<file path="src/rtl/awaf_pkg.sv">
`default_nettype none
// ---------------------------------------------------------------------------
// awaf_pkg : shared constants and types of the window average framer
// Widths, framing constants, command codes and the queued window record.
// ---------------------------------------------------------------------------
package awaf_pkg;

	localparam int COUNT_BITS   = 16;
	localparam int READING_BITS = 10;
	localparam int SUM_W        = READING_BITS + COUNT_BITS;
	localparam int MEAN_SHIFT   = 19;
	// quotient never exceeds 1023 << 19, so 29 bits hold it whatever the count width
	localparam int QUOT_W       = READING_BITS + MEAN_SHIFT;
	localparam int STEP_W       = $clog2(QUOT_W);

	localparam logic [7:0] SYNC_BIT   = 8'h80;
	localparam logic [1:0] BYTE_FIRST = 2'd0;
	localparam logic [1:0] BYTE_LAST  = 2'd3;

	localparam logic CMD_SAMPLE     = 1'b0;
	localparam logic CMD_WINDOW_END = 1'b1;

	localparam int QUEUE_DEPTH = 2;
	localparam int QPTR_W      = $clog2(QUEUE_DEPTH);
	localparam int QCNT_W      = $clog2(QUEUE_DEPTH + 1);

	typedef struct packed {
		logic [SUM_W-1:0]      sum;
		logic [COUNT_BITS-1:0] count;
		logic                  sense_plus;
		logic                  sense_minus;
		logic                  battery_low;
	} win_t;

endpackage
`default_nettype wire

</file>
<file path="src/rtl/awaf_front.sv">
`default_nettype none
// ---------------------------------------------------------------------------
// awaf_front : sample accumulator
// Sums inverted readings and counts them; a window end hands the totals on.
// ---------------------------------------------------------------------------
module awaf_front (
	input  wire logic                                 clk,
	input  wire logic                                 arst_n,
	input  wire logic                                 in_valid,
	output logic                                      in_ready,
	input  wire logic                                 cmd,
	input  wire logic [awaf_pkg::READING_BITS-1:0]    sample,
	input  wire logic                                 sense_plus,
	input  wire logic                                 sense_minus,
	input  wire logic                                 battery_low,
	output logic                                      push_valid,
	input  wire logic                                 push_ready,
	output awaf_pkg::win_t                            push_data
);

	logic [awaf_pkg::SUM_W-1:0]        sum_q;
	logic [awaf_pkg::COUNT_BITS-1:0]   count_q;
	logic                              accept;
	logic [awaf_pkg::READING_BITS-1:0] inv_sample;

	assign in_ready   = push_ready;
	assign accept     = in_valid && push_ready;
	assign push_valid = in_valid && (cmd == awaf_pkg::CMD_WINDOW_END);

	// 1023 - reading is the bitwise inverse of a 10-bit reading
	assign inv_sample = ~sample;

	always_comb begin
		push_data.sum         = sum_q;
		push_data.count       = count_q;
		push_data.sense_plus  = sense_plus;
		push_data.sense_minus = sense_minus;
		push_data.battery_low = battery_low;
	end

	always_ff @(posedge clk or negedge arst_n) begin
		if (!arst_n) begin
			sum_q   <= '0;
			count_q <= '0;
		end else if (accept) begin
			if (cmd == awaf_pkg::CMD_WINDOW_END) begin
				sum_q   <= '0;
				count_q <= '0;
			end else if (count_q != '1) begin
				sum_q   <= sum_q + awaf_pkg::SUM_W'(inv_sample);
				count_q <= count_q + 1'b1;
			end
		end
	end

endmodule
`default_nettype wire

</file>
<file path="src/rtl/awaf_queue.sv">
`default_nettype none
// ---------------------------------------------------------------------------
// awaf_queue : short window queue
// Holds finished window totals between accumulator and divider.
// ---------------------------------------------------------------------------
module awaf_queue (
	input  wire logic           clk,
	input  wire logic           arst_n,
	input  wire logic           push_valid,
	output logic                push_ready,
	input  wire awaf_pkg::win_t push_data,
	output logic                pop_valid,
	input  wire logic           pop_ready,
	output awaf_pkg::win_t      pop_data
);

	awaf_pkg::win_t                  entry_q [awaf_pkg::QUEUE_DEPTH];
	logic [awaf_pkg::QPTR_W-1:0]     wr_ptr_q;
	logic [awaf_pkg::QPTR_W-1:0]     rd_ptr_q;
	logic [awaf_pkg::QCNT_W-1:0]     fill_q;
	logic                            push;
	logic                            pop;

	function automatic logic [awaf_pkg::QPTR_W-1:0] next_ptr(
		input logic [awaf_pkg::QPTR_W-1:0] ptr
	);
		if (ptr == awaf_pkg::QPTR_W'(awaf_pkg::QUEUE_DEPTH - 1))
			return '0;
		return ptr + 1'b1;
	endfunction

	assign push_ready = (fill_q != awaf_pkg::QCNT_W'(awaf_pkg::QUEUE_DEPTH));
	assign pop_valid  = (fill_q != '0);
	assign push       = push_valid && push_ready;
	assign pop        = pop_valid && pop_ready;
	assign pop_data   = entry_q[rd_ptr_q];

	always_ff @(posedge clk) begin
		if (push)
			entry_q[wr_ptr_q] <= push_data;
	end

	always_ff @(posedge clk or negedge arst_n) begin
		if (!arst_n) begin
			wr_ptr_q <= '0;
			rd_ptr_q <= '0;
			fill_q   <= '0;
		end else begin
			if (push)
				wr_ptr_q <= next_ptr(wr_ptr_q);
			if (pop)
				rd_ptr_q <= next_ptr(rd_ptr_q);
			if (push && !pop)
				fill_q <= fill_q + 1'b1;
			else if (pop && !push)
				fill_q <= fill_q - 1'b1;
		end
	end

endmodule
`default_nettype wire

</file>
<file path="src/rtl/awaf_back.sv">
`default_nettype none
// ---------------------------------------------------------------------------
// awaf_back : mean divider and packet framer
// Restoring division one quotient bit a cycle (skipped for a zero count), then four framed bytes out.
// ---------------------------------------------------------------------------
module awaf_back (
	input  wire logic           clk,
	input  wire logic           arst_n,
	input  wire logic           pop_valid,
	output logic                pop_ready,
	input  wire awaf_pkg::win_t pop_data,
	output logic                out_valid,
	input  wire logic           out_ready,
	output logic [7:0]          frame_byte,
	output logic                frame_last
);

	localparam logic [1:0] ST_IDLE = 2'd0;
	localparam logic [1:0] ST_DIV  = 2'd1;
	localparam logic [1:0] ST_SEND = 2'd2;

	localparam int CB = awaf_pkg::COUNT_BITS;
	localparam int RB = awaf_pkg::READING_BITS;

	logic [1:0]                      state_q;
	logic [CB-1:0]                   rem_q;
	logic [CB-1:0]                   div_q;
	logic [awaf_pkg::QUOT_W-1:0]     quot_q;   // dividend low bits in, quotient out
	logic [awaf_pkg::STEP_W-1:0]     step_q;
	logic [1:0]                      idx_q;
	logic                            plus_q;
	logic                            minus_q;
	logic                            batt_q;
	logic                            out_valid_q;
	logic [7:0]                      byte_q;
	logic                            last_q;

	logic [CB:0]                     trial;
	logic                            fits;
	logic                            load_out;
	logic [7:0]                      next_byte;

	assign pop_ready  = (state_q == ST_IDLE);
	assign out_valid  = out_valid_q;
	assign frame_byte = byte_q;
	assign frame_last = last_q;

	assign trial    = {rem_q, quot_q[awaf_pkg::QUOT_W-1]};
	assign fits     = (trial >= {1'b0, div_q});
	assign load_out = (state_q == ST_SEND) && (!out_valid_q || out_ready);

	always_comb begin
		case (idx_q)
			2'd0:    next_byte = awaf_pkg::SYNC_BIT | {2'b00, quot_q[28:23]};
			2'd1:    next_byte = {1'b0, quot_q[22:16]};
			2'd2:    next_byte = {1'b0, quot_q[15:9]};
			default: next_byte = {1'b0, plus_q, minus_q, batt_q, quot_q[8:5]};
		endcase
	end

	always_ff @(posedge clk or negedge arst_n) begin
		if (!arst_n) begin
			state_q     <= ST_IDLE;
			step_q      <= '0;
			idx_q       <= awaf_pkg::BYTE_FIRST;
			out_valid_q <= 1'b0;
		end else begin
			case (state_q)
				ST_IDLE: begin
					if (pop_valid) begin
						step_q <= '0;
						idx_q  <= awaf_pkg::BYTE_FIRST;
						state_q <= (pop_data.count == '0) ? ST_SEND : ST_DIV;
					end
				end
				ST_DIV: begin
					step_q <= step_q + 1'b1;
					if (step_q == awaf_pkg::STEP_W'(awaf_pkg::QUOT_W - 1))
						state_q <= ST_SEND;
				end
				ST_SEND: begin
					if (load_out) begin
						idx_q <= idx_q + 1'b1;
						if (idx_q == awaf_pkg::BYTE_LAST)
							state_q <= ST_IDLE;
					end
				end
				default: state_q <= ST_IDLE;
			endcase

			if (load_out)
				out_valid_q <= 1'b1;
			else if (out_ready)
				out_valid_q <= 1'b0;
		end
	end

	always_ff @(posedge clk) begin
		if (state_q == ST_IDLE && pop_valid) begin
			// top dividend bits are sum >> 10, always below the count
			rem_q   <= pop_data.sum[awaf_pkg::SUM_W-1:RB];
			div_q   <= pop_data.count;
			plus_q  <= pop_data.sense_plus;
			minus_q <= pop_data.sense_minus;
			batt_q  <= pop_data.battery_low;
			if (pop_data.count == '0)
				quot_q <= '0;
			else
				quot_q <= {pop_data.sum[RB-1:0], awaf_pkg::MEAN_SHIFT'(0)};
		end else if (state_q == ST_DIV) begin
			rem_q  <= fits ? CB'(trial - {1'b0, div_q}) : trial[CB-1:0];
			quot_q <= {quot_q[awaf_pkg::QUOT_W-2:0], fits};
		end
		if (load_out) begin
			byte_q <= next_byte;
			last_q <= (idx_q == awaf_pkg::BYTE_LAST);
		end
	end

	a_div_nonzero: assert property (@(posedge clk) disable iff (!arst_n)
		(state_q == ST_DIV) |-> (div_q != '0))
		else $error("divider running with zero count");

	a_rem_below: assert property (@(posedge clk) disable iff (!arst_n)
		(state_q == ST_DIV) |-> (rem_q < div_q))
		else $error("partial remainder not below divisor");

	// sync bit only on the first byte, last flag only on the fourth: never both on one byte
	a_sync_first: assert property (@(posedge clk) disable iff (!arst_n)
		out_valid_q |-> !(byte_q[7] && last_q))
		else $error("sync bit and last flag disagree");

	a_send_done: assert property (@(posedge clk) disable iff (!arst_n)
		(load_out && idx_q == awaf_pkg::BYTE_LAST) |=> (state_q == ST_IDLE))
		else $error("framer did not release after last byte");

endmodule
`default_nettype wire

</file>
<file path="src/rtl/adc_window_average_framer_core.sv">
`default_nettype none
// ---------------------------------------------------------------------------
// adc_window_average_framer_core : converter window averager and framer
// Accumulates inverted readings, divides sum << 19 by the count at window
// end and sends the mean as a four-byte packet with status bits.
// ---------------------------------------------------------------------------
//
//  channel | handshake           | words
//  --------+---------------------+----------------------------------------
//  in      | in_valid / in_ready | cmd, sample, sense_plus, sense_minus,
//          |                     | battery_low
//  out     | out_valid/out_ready | frame_byte, frame_last (4 words/window)
//
//  Flow   : a sample word is taken every cycle while the queue has room; a window
//           end pushes the totals on. The back end loads a window, divides (one
//           quotient bit a cycle, restoring divider), sends four bytes, and
//           only then takes the next window from the queue.
//  Queue  : two finished windows wait between accumulator and divider; with
//           it full, in_ready drops for every word.
//  Stalls : out_ready low holds the current byte and the framer; the
//           divider carries on only to the end of its current window.
//  Reset  : arst_n clears sum, count, queue and control; no clearing pass.
//
module adc_window_average_framer_core (
	input  wire logic                              clk,
	input  wire logic                              arst_n,
	input  wire logic                              in_valid,
	output logic                                   in_ready,
	input  wire logic                              cmd,
	input  wire logic [awaf_pkg::READING_BITS-1:0] sample,
	input  wire logic                              sense_plus,
	input  wire logic                              sense_minus,
	input  wire logic                              battery_low,
	output logic                                   out_valid,
	input  wire logic                              out_ready,
	output logic [7:0]                             frame_byte,
	output logic                                   frame_last
);

	// front to queue
	logic           push_valid;
	logic           push_ready;
	awaf_pkg::win_t push_data;

	// queue to back
	logic           pop_valid;
	logic           pop_ready;
	awaf_pkg::win_t pop_data;

	// accumulator: one sample word a cycle while the queue has room, window totals pushed on cmd = 1
	awaf_front u_front (
		.clk         (clk),
		.arst_n      (arst_n),
		.in_valid    (in_valid),
		.in_ready    (in_ready),
		.cmd         (cmd),
		.sample      (sample),
		.sense_plus  (sense_plus),
		.sense_minus (sense_minus),
		.battery_low (battery_low),
		.push_valid  (push_valid),
		.push_ready  (push_ready),
		.push_data   (push_data)
	);

	// decouples the accumulator from the slow divide
	awaf_queue u_queue (
		.clk        (clk),
		.arst_n     (arst_n),
		.push_valid (push_valid),
		.push_ready (push_ready),
		.push_data  (push_data),
		.pop_valid  (pop_valid),
		.pop_ready  (pop_ready),
		.pop_data   (pop_data)
	);

	// divider and framer with registered output word
	awaf_back u_back (
		.clk        (clk),
		.arst_n     (arst_n),
		.pop_valid  (pop_valid),
		.pop_ready  (pop_ready),
		.pop_data   (pop_data),
		.out_valid  (out_valid),
		.out_ready  (out_ready),
		.frame_byte (frame_byte),
		.frame_last (frame_last)
	);

endmodule
`default_nettype wire
</file>
<file path="config.mk">
export PLATFORM = sky130hd
export DESIGN_NAME = adc_window_average_framer_core
export DESIGN_NICKNAME = d
export VERILOG_FILES = /design/src/rtl/awaf_pkg.sv /design/src/rtl/awaf_front.sv /design/src/rtl/awaf_queue.sv /design/src/rtl/awaf_back.sv /design/src/rtl/adc_window_average_framer_core.sv
export SDC_FILE = /design/constraint.sdc
export NUM_CORES = 1
export LEC_CHECK = 0
export BUFFER_PORTS_ARGS = -buffer_cell sky130_fd_sc_hd__buf_4
export CORE_AREA = 5 5 175 160
export DETAILED_ROUTE_END_ITERATION = 10
export DIE_AREA = 0 0 180 165
export PLACE_DENSITY = 0.58
export SYNTH_ARGS = -nofsm -noshare
export SYNTH_HDL_FRONTEND = slang
export SYNTH_SLANG_ARGS = --single-unit
</file>
<file path="constraint.sdc">
create_clock -name clk -period 5.8 [get_ports clk]
set_input_delay 1.74 -clock clk [delete_from_list [all_inputs] [get_ports clk]]
set_output_delay 1.74 -clock clk [all_outputs]
set_load 0.01 [all_outputs]
</file>
Word-level counts from Yosys, hierarchy flattened
Memories as Yosys holds them, arrays and structs flattened. Index checks and enable logic that the tools add are counted. Widths: inputs -> output; s select.

Reductions and logical operators: 25. Bitwise logic cells: 1. $lt $le $gt $ge: 1. Add/sub/neg operators: 9. Muxes and demuxes: 36. Equality and inequality tests: 12.

Operator list (number): $mux 29 (3); $mux 16 (5); $mux 26 (2); $add 26x10->26 (1); $pmux 8 s3 (1); $mux 2 (9); $ge 17x16->1 (1); $add 16x1->16 const B (1); $logic_not 16->1 (1); $ne 16x16->1 const B (1); $sub 16x16->16 (1); $reduce_bool 2->1 (7); $mux 1 (12); $not 10->10 (1); $pmux 5 s2 (1); $logic_and 1x1->1 (7); $eq 2x2->1 const B (3); $ne 2x1->1 const B (3); $pmux 2 s3 (1); $add 5x1->5 const B (1); $eq 5x5->1 const B (1); $mux 5 (1); $add 2x1->2 const B (2); $eq 2x1->1 const B (2); 10 further kinds (16).

Register bits: 129. Logic and storage cells: 102. Memory bits (writable): 90. Memories kept: 1.

Memories: u_queue.entry_q (depth 2, bits a word 45, read ports 1, clocked after Yosys merged registers in 0, wr ports 1, RTL line awaf_queue.sv:17) `awaf_pkg::win_t entry_q [awaf_pkg::QUEUE_DEPTH];`.

Longest topological paths before layout
Depth in word-level cells: 6. Gate-level depth with buffers: 10. Mapped depth without buffers: 10.

By module
From an unflattened synthesis, not the netlist that was laid out.

Cell total of the unflattened synthesis: 877. Area, all modules: 11029.3 sq um.

By module, submodules not included: awaf_back (cells an instance 412, seq. area each 2442.3 sq um, area an instance 4596.9 sq um, instances 1); awaf_queue (cells an instance 158, seq. area each 2802.7 sq um, area an instance 3641.0 sq um, instances 1); awaf_front (cells an instance 307, seq. area each 1051.0 sq um, area an instance 2791.4 sq um, instances 1).

Least setup slack after synthesis
No wires, ideal clock.

Kind: in2reg. From: input cmd. To: memory u_queue.entry_q[0][0] (netlist bit), enable pin. Slack: 1.365 ns. Library setup time: 0.448 ns. Cell stages on the path: 3. Arrival: 3.987 ns. Path through: buf_2 -> nand3_1 -> nor2_1.

Word-level cells in the longest chain between the ends: 4.

Ends and longest elaborated chain: start, declared (RTL line adc_window_average_framer_core.sv:29) `input wire logic cmd,`; $logic_and 1x1->1 (RTL line awaf_front.sv:28) `assign push_valid = in_valid && (cmd == awaf_pkg::CMD_WINDOW_END);`; $logic_and 1x1->1 (RTL line awaf_queue.sv:34) `assign push = push_valid && push_ready;`; $mux 1 (RTL line awaf_queue.sv:39) `if (push)`; $mux 1 (not written as such) (RTL line awaf_queue.sv:40) `entry_q[wr_ptr_q] <= push_data;`; end, declared (RTL line awaf_queue.sv:17).

Every way passes these cells.

Worst setup path in the final report
From: input sample[0] (netlist bit). To: register u_front.sum_q[12] (netlist bit).

Word-level cells in the longest chain between the ends: 4.

Ends and longest elaborated chain: start, declared (RTL line adc_window_average_framer_core.sv:30) `input wire logic [awaf_pkg::READING_BITS-1:0] sample,`; $not 10->10 (RTL line awaf_front.sv:31) `assign inv_sample = ~sample;`; $add 26x10->26 (RTL line awaf_front.sv:50) `sum_q <= sum_q + awaf_pkg::SUM_W'(inv_sample);`; $mux 26 (RTL line awaf_front.sv:49) `end else if (count_q != '1) begin`; $mux 26 (RTL line awaf_front.sv:46) `if (cmd == awaf_pkg::CMD_WINDOW_END) begin`; end signal, assigned (RTL line awaf_front.sv:50); end, declared (RTL line awaf_front.sv:21) `logic [awaf_pkg::SUM_W-1:0] sum_q;`.

Every way passes these cells. The select of a mux whose other input is x is not followed. A chain may end at the register's enable or synchronous reset.

==> key figures <==
Hold path
  – Worst Hold Path EP: u_back.step_q[4]
  – Hold crit path type: reg2reg
  – Start point of the worst hold path: u_back.step_q[4]
  – Worst hold path depth: 1

Worst setup path
  – Setup slack of the worst register-to-register path: 2.77 ns
  – Kind of critical path: in2reg
  – Required time of the worst setup path: just over 6 ns
  – Max Fanout on Critical Path: 9
  – Worst EP arrival: 4.19 ns
  – Kind of start point of the critical path: input pin
  – Origin of the critical flop-to-flop path: u_queue.rd_ptr_q
  – Endpoint class of the critical path: flop
  – Library cell contributing the largest single delay on the critical path: a41oi_1
  – Worst reg2reg endpoint: u_back.quot_q[21]
  – Worst reg2reg path depth: 5
  – Slowest cell delay on critical path: 0.71 ns
  – Cells along the critical path: buf_4, inv_1, ha_1, fa_1, a21o_1, a21oi_1, o21ai_0, a41oi_1, nor3b_1, xnor2_1, nor2_1

Placement
  – Placer congestion estimate: 0.791
  – HPWL after detailed placement: 13600 um
  – Count of input and output buffers: 28
  – Placed cell count: 1174

Pwr
  – Net Switching: 2.39 mW
  – Sequential power share: 39.8%
  – Total Power Consumption: 6.60 mW
  – Power per cell area: 571 nW/um^2
  – Fraction of power spent switching nets: 36.2%
  – Leakage Power: 4.47 nW
  – Worst voltage drop across the vdd grid: 0.000218 V
  – Fraction of power consumed by the clock network: 22.2%
  – Combinational share of power: 38.0%
  – Cell internal pwr: 4.21 mW

Finish
  – Most frequent cells in the layout: edfxtp_1 (163), nand2_1 (67), nor2_1 (66)
  – Non-filler cells in the finished layout: 1217
  – Fraction of final layout cells with drive strength greater than 1: 12.2%
  – Leading cell type in the layout, fill and taps excluded: edfxtp_1
  – Filler cell count in the final layout: between 2000 and 2500
  – Final nets: 906
  – Final Core Density: 44.7%
  – Total area of multi-input combinational cells: 3600 um^2
  – Flip-flop and latch area: 6300 um^2
  – Relative area change from synthesis to final layout: 13.3%

Route
  – 1st-iter DRT viols: roughly 550
  – DR vias: 6254
  – Post-route DRC: 0
  – Vias per Instance: 5.14
  – DR pass1 iterations: 5
  – WL per Instance: 16.9 um
  – Antenna Violating Nets Remaining: 0
  – Wirelength, routed: 20600 um

Global routing
  – Vias in the first global route: 6105
  – Overall routing resource usage: 14.0%
  – Overflow after GRT: 0
  – Largest net degree at the start of global routing: 57
  – Number of antenna violations at the first check in global routing: 0
  – Wire length of the first global-routing pass: 33600 um

Floorplan
  – Width of the die: 180 um
  – Overall die height: approximately 170 um
  – Rows: between 50 and 60
  – Initial standard-cell utilization of the core: 39.4%
  – Die area: slightly below 30000 um^2
  – Core box area: 25900 um^2
  – Ports placed on the boundary: 29

Synth
  – Number of flops mapped to enable cells by yosys: 163
  – Biggest area consumer among synthesized cells: edfxtp_1
  – Synth warn: 0
  – Post-synthesis instance area: 10200 um^2
  – Register area share after synthesis: between 60% and 70%
  – Count of state elements after synthesis: approximately 220
  – Post-synthesis cell count: 818
  – Mapped Nets: a little under 900
  – Async set-reset flop share out of synthesis: about a quarter
  – Mean post-synth cell area: 12.5 um^2
  – Distinct cell type count after synthesis: 66
  – Top cells by area in the synthesized netlist: edfxtp_1 (48%), dfrtp_1 (14%), ha_1 (4.3%)
  – Primary FF master, synth: edfxtp_1
  – Area share of the largest cell type after synthesis: 48.0%

CTS
  – Number of clock buffers inserted by TritonCTS: 23
  – Clock sink count: 219
  – Total number of H-tree levels: 1
  – Clock root buffer: clkbuf_16
  – # resized after CTS: 0
  – Setup repair bufs after CTS: 0
  – Clock-pin slew reported for the worst setup and hold paths after clock tree synthesis: ~0.06 ns
  – Worst-Skew Late Latency: 0.51 ns
  – Max Buffers Root-to-Sink: 3
  – TritonCTS clock tree: done
  – Hold bufs inserted after CTS: 0

Status
  – Status: complete, no violations

STA
  – Post-layout min period: 3.80 ns
  – RSZ-0062 raised after global routing: false
  – Count of pins over their slew limit: 0
  – Worst-Margin Slew: 1.13 ns
  – Final setup vio count: 0
  – Worst clock skew: 0.0128 ns
  – Final worst path period share: 65.5%
  – Setup TNS: 0 ns
  – Max_slew headroom: between 20% and 30%
  – Number of endpoints with negative hold slack in the final report: 0
  – Fmax: about 260 MHz

Run
  – Max-capacitance violation count: 0
metal layers:
metal,global-route usage [%],up-vias,share of wire (%),wire (um)
met2,20.3,126,41,8410
met3,1.98,27,3.7,758
met1,22.0,3028,53,11000
met5,0,-,0,0
li1,-,3073,-,-
met4,3.19,0,2.1,432
kinds of logic after synthesis:
group	synth area share, %
AND/OR/NAND/NOR	11.9
flip-flops	61.7
AO/OA/AOI/OAI	9.52
buffers and inverters	3.08
XOR/XNOR	4.12
multiplexers	4.96
adder cells (fa/ha/maj)	4.69
per-stage QoR:
stage / setup slack [ns] / instance area (um^2) / hold WS [ns]
final: 2.00 / 11600 / 0.492
after global routing: 1.80 / 11600 / 0.504
after CTS: 1.98 / 11600 / 0.485
after detailed placement: 1.44 / 10800 / 0.481
after global placement: 1.50 / 10800 / 0.474
after floorplan: 1.37 / 10200 / 0.450
cells in the mapped netlist (all sizes together), types with 5 or more instances:
cell and instances:
xor2 16, mux2 20, clkbuf 19, a31oi 11
mux2i 28, a21oi 23, ha 35, dfrtp 56
o31ai 14, a21o 6, a222oi 6, buf 8
nand4 7, o21a 9, edfxtp 163, xnor2 32
a22o 6, inv 52, nor3 10, nand2 68
nand3 20, o21ai 29, nor2b 11, or3 9
nor2 69, and3 5, a211oi 11, nand2b 6
nor4 12, and2 15
critical path, delay by kind of cell:
kind	cells	cell delay [ns]
AO/OA/AOI/OAI	4	1.33
adder cells (fa/ha/maj)	2	0.61
AND/OR/NAND/NOR	2	0.20
XOR/XNOR	1	0.19
buffers and inverters	2	0.11
flip-flops by register name (all words and copies together) (netlist names):
signal and cells:
u_back.batt_q 1, u_back.div_q 16, u_back.frame_byte 8, u_back.frame_last 1, u_back.idx_q 2, u_back.minus_q 1
u_back.out_valid 1, u_back.plus_q 1, u_back.quot_q 29, u_back.rem_q 16, u_back.state_q 2, u_back.step_q 5
u_front.count_q 16, u_front.sum_q 26, u_queue.entry_q 90, u_queue.fill_q 2, u_queue.rd_ptr_q 1, u_queue.wr_ptr_q 1
cell type report:
cell class	count	area share (%)
clock buffers	36	5.75
well taps	348	3.77
flip-flops and latches	219	54.5
inverters	53	1.72
clock inverters	6	0.834
diodes	1	0.0216
repair buffers	35	2.27
multi-input cells	519	31.2
power by group through the flow:
stage | Combinational (mW) | Sequential [mW] | Clock, mW
detailed placement | 2.49 | 2.65 | 0
global route | 2.80 | 2.68 | 1.58
global placement | 2.48 | 2.64 | 0
CTS | 2.52 | 2.62 | 1.51
finish | 2.51 | 2.63 | 1.47
floorplan | 1.97 | 2.52 | 0
worst max path at each step:
stage / startpoint / slack [ns] / cells after the start / end
2_1_floorplan: cmd / 1.37 / 3 / u_queue.entry_q[0][0]
3_3_place_gp: sample[0] / 1.50 / 11 / u_front.sum_q[14]
3_5_place_dp: sample[0] / 1.44 / 11 / u_front.sum_q[12]
4_1_cts: sample[0] / 1.98 / 11 / u_front.sum_q[12]
5_1_grt: sample[0] / 1.80 / 11 / u_front.sum_q[12]
6_report: sample[0] / 2.00 / 11 / u_front.sum_q[12]
Note: power is estimated with default switching activity, not from simulation.
